==> src/hdl/sorted_matrix_staircase_search_defines.svh <==
// ----------------------------------------------------------------------------
// Assertion macros for the sorted matrix staircase search
// Checks are compiled in simulation and drop out when SYNTH is defined.
// ----------------------------------------------------------------------------
`ifndef SORTED_MATRIX_STAIRCASE_SEARCH_DEFINES_SVH
`define SORTED_MATRIX_STAIRCASE_SEARCH_DEFINES_SVH
`ifndef SYNTH
`define SMSS_ASSERT_NOW(lbl, clk, rstn, ante, cons) \
    lbl: assert property (@(posedge clk) disable iff (!rstn) (ante) |-> (cons)) \
        else $error("staircase search check failed");
`define SMSS_ASSERT_NEXT(lbl, clk, rstn, ante, cons) \
    lbl: assert property (@(posedge clk) disable iff (!rstn) (ante) |=> (cons)) \
        else $error("staircase search check failed");
`else
`define SMSS_ASSERT_NOW(lbl, clk, rstn, ante, cons)
`define SMSS_ASSERT_NEXT(lbl, clk, rstn, ante, cons)
`endif
`endif

==> src/hdl/smss_pkg.sv <==
// ----------------------------------------------------------------------------
// Staircase search package
// Shared constants, register indexes and controller/datapath interface types.
// ----------------------------------------------------------------------------
package smss_pkg;

    localparam int DEF_MAX_ROWS = 64;
    localparam int DEF_MAX_COLS = 64;

    localparam int IDX_W   = 11;
    localparam int SIZE_W  = 7;
    localparam int POS_W   = 6;
    localparam int VALUE_W = 32;
    localparam int CFG_IDX_W = 1;

    localparam logic [SIZE_W-1:0] SIZE_RESET = 7'd64;

    localparam logic [CFG_IDX_W-1:0] CFG_ROWS_IN_USE = 1'b0;
    localparam logic [CFG_IDX_W-1:0] CFG_COLS_IN_USE = 1'b1;

    localparam logic MODE_LOAD  = 1'b0;
    localparam logic MODE_QUERY = 1'b1;

    typedef struct packed {
        logic load;
        logic start;
        logic step;
        logic finish;
        logic load_out;
    } t_cmd;

    typedef struct packed {
        logic walk_end;
        logic out_free;
    } t_status;

endpackage

==> src/hdl/smss_ctrl.sv <==
// ----------------------------------------------------------------------------
// Staircase search controller
// Sequences item acceptance, the walk through the matrix and result hand-off.
// ----------------------------------------------------------------------------
`include "sorted_matrix_staircase_search_defines.svh"

module smss_ctrl (
    input  logic              i_clk,
    input  logic              i_rst_n,
    input  logic              i_in_valid,
    input  logic              i_mode,
    output logic              o_in_stall,
    input  smss_pkg::t_status i_status,
    output smss_pkg::t_cmd    o_cmd
);

    localparam logic [1:0] S_IDLE = 2'd0;
    localparam logic [1:0] S_WALK = 2'd1;
    localparam logic [1:0] S_DONE = 2'd2;

    logic [1:0]     r_state;
    logic [1:0]     n_state;
    smss_pkg::t_cmd cmd;
    logic           idle_cmd_ok;

    always_comb begin
        n_state = r_state;
        cmd     = '0;
        unique case (r_state)
            S_IDLE: begin
                if (i_in_valid) begin
                    if (i_mode == smss_pkg::MODE_QUERY) begin
                        cmd.start = 1'b1;
                        n_state   = S_WALK;
                    end else begin
                        cmd.load = 1'b1;
                    end
                end
            end
            S_WALK: begin
                if (i_status.walk_end) begin
                    cmd.finish = 1'b1;
                    n_state    = S_DONE;
                end else begin
                    cmd.step = 1'b1;
                end
            end
            S_DONE: begin
                if (i_status.out_free) begin
                    cmd.load_out = 1'b1;
                    n_state      = S_IDLE;
                end
            end
            default: begin
                n_state = S_IDLE;
            end
        endcase
    end

    always_ff @(posedge i_clk) begin
        if (!i_rst_n) begin
            r_state <= S_IDLE;
        end else begin
            r_state <= n_state;
        end
    end

    assign o_in_stall  = (r_state != S_IDLE);
    assign o_cmd       = cmd;
    assign idle_cmd_ok = $onehot0({cmd.load, cmd.start, cmd.step, cmd.finish, cmd.load_out});

    `SMSS_ASSERT_NOW(a_cmd_onehot, i_clk, i_rst_n, 1'b1, idle_cmd_ok)
    `SMSS_ASSERT_NEXT(a_start_walks, i_clk, i_rst_n, cmd.start, r_state == S_WALK)
    `SMSS_ASSERT_NEXT(a_out_to_idle, i_clk, i_rst_n, cmd.load_out, r_state == S_IDLE)

endmodule

==> config.mk <==
export PLATFORM = sky130hd
export DESIGN_NAME = smss_ctrl
export DESIGN_NICKNAME = d
export VERILOG_FILES = /design/src/hdl/smss_pkg.sv /design/src/hdl/smss_ctrl.sv
export VERILOG_INCLUDE_DIRS = /design/src /design/src/hdl
export SDC_FILE = /design/constraint.sdc
export NUM_CORES = 1
export LEC_CHECK = 0
export ABC_AREA = 1
export BUFFER_PORTS_ARGS = -buffer_cell sky130_fd_sc_hd__buf_2
export CORE_AREA = 2 2 39 41
export CTS_BUF_LIST = sky130_fd_sc_hd__clkbuf_4 sky130_fd_sc_hd__clkbuf_8 sky130_fd_sc_hd__clkbuf_16
export DETAILED_ROUTE_END_ITERATION = 8
export DIE_AREA = 0 0 41 43
export GPL_TIMING_DRIVEN = 0
export SYNTH_ARGS = -nofsm -noshare
export SYNTH_HDL_FRONTEND = slang
export SYNTH_SLANG_ARGS = --single-unit
==> constraint.sdc <==
create_clock -name i_clk -period 0.9 [get_ports i_clk]
set_input_delay 0.045 -clock i_clk [delete_from_list [all_inputs] [get_ports i_clk]]
set_output_delay 0.045 -clock i_clk [all_outputs]
set_load 0.01 [all_outputs]
==> metrics <==
status=finished with violations; failing checks=setup timing; gpl congestion=around 0.60; Gate power share=between 10% and 20%; via count=roughly 170; TritonCTS clock tree=yes; Max stage delay on crit path=0.35 ns; period utilisation layout=111.1%; Filler cells=around 170; Max Slew Vio Count=0; die width=41 µm; CTS Hold Bufs=0; sequential share of power=around 28%; CP max-delay cell=dfxtp_2; Yosys cell types=11; Synth Warn #=0; final wirelength=357 µm; vias in the first global route=~180; Critical Path AT=around 0.96 ns; starting density of the core=9.674%; standard-cell rows=14; share of cells above drive strength 1=56.76%; Mapped Cells=22; Initial DRC Count=1; peak supply drop=between 0.2 and 0.25 mV; CP Buf/Inv Count=2; R2R setup slack=0.10 ns; initial antenna violation count=0; Diodes inserted=0; Leakage Power=around 0.17 nW; smallest hold slack=between 0.06 and 0.07 ns; CTS Buf Count=3; Syn Area/Cell=approximately 6.1 µm²; synthesis-to-layout area growth=87.85%; R2R depth=4; Tmin final=between 1 and 1.5 ns; most area-consuming cells after synthesis=dfxtp_1, inv_1, nand3_1; Hold Path Stages=3; Net Sw Power=between 0.09 and 0.1 mW; CTS clk-pin slew, worst paths=around 0.03 ns; I/O pin total=12; reg-to-reg critical path endpoint=r_state[0]$_SDFFE_PN0P_; Yosys top cell area share=around 30%; Total Routing Usage GR=5.511%; Max Clock Skew=a little over 0.002 ns; final hold vios=0; total gr overflow=0; internal power=about 0.27 mW; type of origin of the critical path=flop; FMAX=1.000 GHz; Post-DP HPWL=276.9 µm; clock buffer depth=2; RSZ-0062 raised after global routing=yes; H-tree depth=1; die area=1763 µm²; clk sinks=2; Synth Net Count=28; global-route wire length before repair=593 µm; Slew @ Worst Pin=between 0.15 and 0.2 ns; Max-Cap Viols=0; root buffer cell=clkbuf_4; Final TNS setup=-0.3813 ns; max_slew headroom=between 80 and 90%; HP Class=in -> reg; TritonRoute pass-1 iters=2; largest net degree at the start of global routing=6; Power Density=~1400 nW/µm²; flops & latches, synth=2; clock latency on the worst-skew pair=between 0.2 and 0.25 ns; fraction of power consumed by the clock network=a little over half; PortBufs=11; fin util=a little under a fifth; Nets=45; final setup vio count=5; Worst Path Class, Setup=reg -> out; critical path, cell by cell=inv_1 > nor3_1 > buf_2; Setup crit end kind=output port; Residual DRC=0; HP Start=i_rst_n; routed vias/inst=between 3 and 4; Cell Area, Synth=roughly 130 µm²; core area=about 1400 µm²; crit-path leading delay family=flip-flops; Most flops, register=r_state; Worst Hold End=r_state[0]$_SDFFE_PN0P_; crit path max fanout=3; biggest registers after layout=r_state (2); cell accounting for the most synthesized area=dfxtp_1; setup ws final=-0.1000 ns; sw frac=24.77%; Reg2Reg Launch Point=r_state[1]$_SDFFE_PN0P_; Die Y=43 µm; critical path data required time=roughly 0.85 ns; max FFs per register=2; Seq/Total Area, Yosys=approximately 30%; post-DR wirelength/cell=around 6.7 µm; antenna-violating nets left=0
[repair_timing]
item	4_1_cts	5_1_grt
setup buffers	1	0
setup endpoints to repair	6	6
pin swaps	3	0
gates resized for setup	4	0
[worst max path at each step]
stage | from | endpoint | slack, ns | cells after the start
3_5_place_dp | r_state[0]$_SDFFE_PN0P_ | o_cmd[4] | 0.08 | 4
4_1_cts | r_state[1]$_SDFFE_PN0P_ | o_cmd[4] | -0.10 | 4
3_3_place_gp | r_state[0]$_SDFFE_PN0P_ | o_cmd[4] | 0.09 | 4
5_1_grt | r_state[1]$_SDFFE_PN0P_ | o_cmd[4] | -0.19 | 4
6_report | r_state[1]$_SDFFE_PN0P_ | o_cmd[0] | -0.10 | 3
2_1_floorplan | r_state[1]$_SDFFE_PN0P_ | o_cmd[0] | 0.15 | 2
[final cells by class]
| cell class | instances | area (µm²) | area share [%] |
|---|---|---|---|
| inverter | 9 | 33.78 | 13.43 |
| sequential | 2 | 42.54 | 16.92 |
| clock buffer | 3 | 22.52 | 8.955 |
| timing repair buffer | 12 | 62.56 | 24.88 |
| multi-input combinational | 11 | 70.07 | 27.86 |
| tap | 16 | 20.02 | 7.960 |
[through the flow]
step | cells | setup slack, ns | area (µm²) | power, mW
2_1_floorplan | 22 | 0.1532 | 133.9 | 0.1312
3_3_place_gp | 49 | 0.08844 | 209.0 | 0.1580
3_5_place_dp | 49 | 0.08116 | 209.0 | 0.1588
4_1_cts | 53 | -0.1042 | 251.5 | 0.3800
5_1_grt | 53 | -0.1935 | 251.5 | 0.3989
6_report | 53 | -0.1000 | 251.5 | 0.3634
[power groups by stage]
stage	clock, mW	sequential, mW	combinational, mW
after floorplan	0	0.0981	0.0331
after global placement	0	0.0985	0.0595
after detailed placement	0	0.0989	0.0599
after CTS	0.213	0.100	0.0665
after global routing	0.224	0.101	0.0737
final	0.197	0.101	0.0656
[layer usage]
metal  vias up  wire [µm]  track usage [%]
met2         7        147            6.563
met1        67        187            6.070
li1         93          -                -
met3         0         22            1.571
met4         0          0            8.000
met5         -          0                0
[layout by cell type, fill, tap and decap left out]
cell type	n
buf_4	1
clkbuf_4	3
nand3_1	1
nor3_1	1
buf_2	11
nor2_1	1
dfxtp_2	2
a21oi_1	1
nand3b_1	1
nand2_1	2
a21oi_2	1
nor2_4	1
inv_1	9
nand2_2	1
nand3_2	1
[logic make-up after synthesis]
| group | after synthesis | synth area share (%) |
|---|---|---|
| AO/OA/AOI/OAI | 2 | 10.28 |
| buffers and inverters | 9 | 25.23 |
| AND/OR/NAND/NOR | 9 | 34.58 |
| flip-flops | 2 | 29.91 |
[cells in the mapped netlist, drive strengths merged]
| master | count |
|---|---|
| nor3 | 1 |
| a21oi | 2 |
| nand3b | 1 |
| nand2 | 3 |
| nor2 | 2 |
| nand3 | 2 |
| dfxtp | 2 |
| inv | 9 |
[tightest hold or removal path: stages]
cell,delay (ns)
buf_2,0.07
inv_1,0.05
a21oi_2,0.08
No activity file was read; power rests on OpenSTA's default activity.
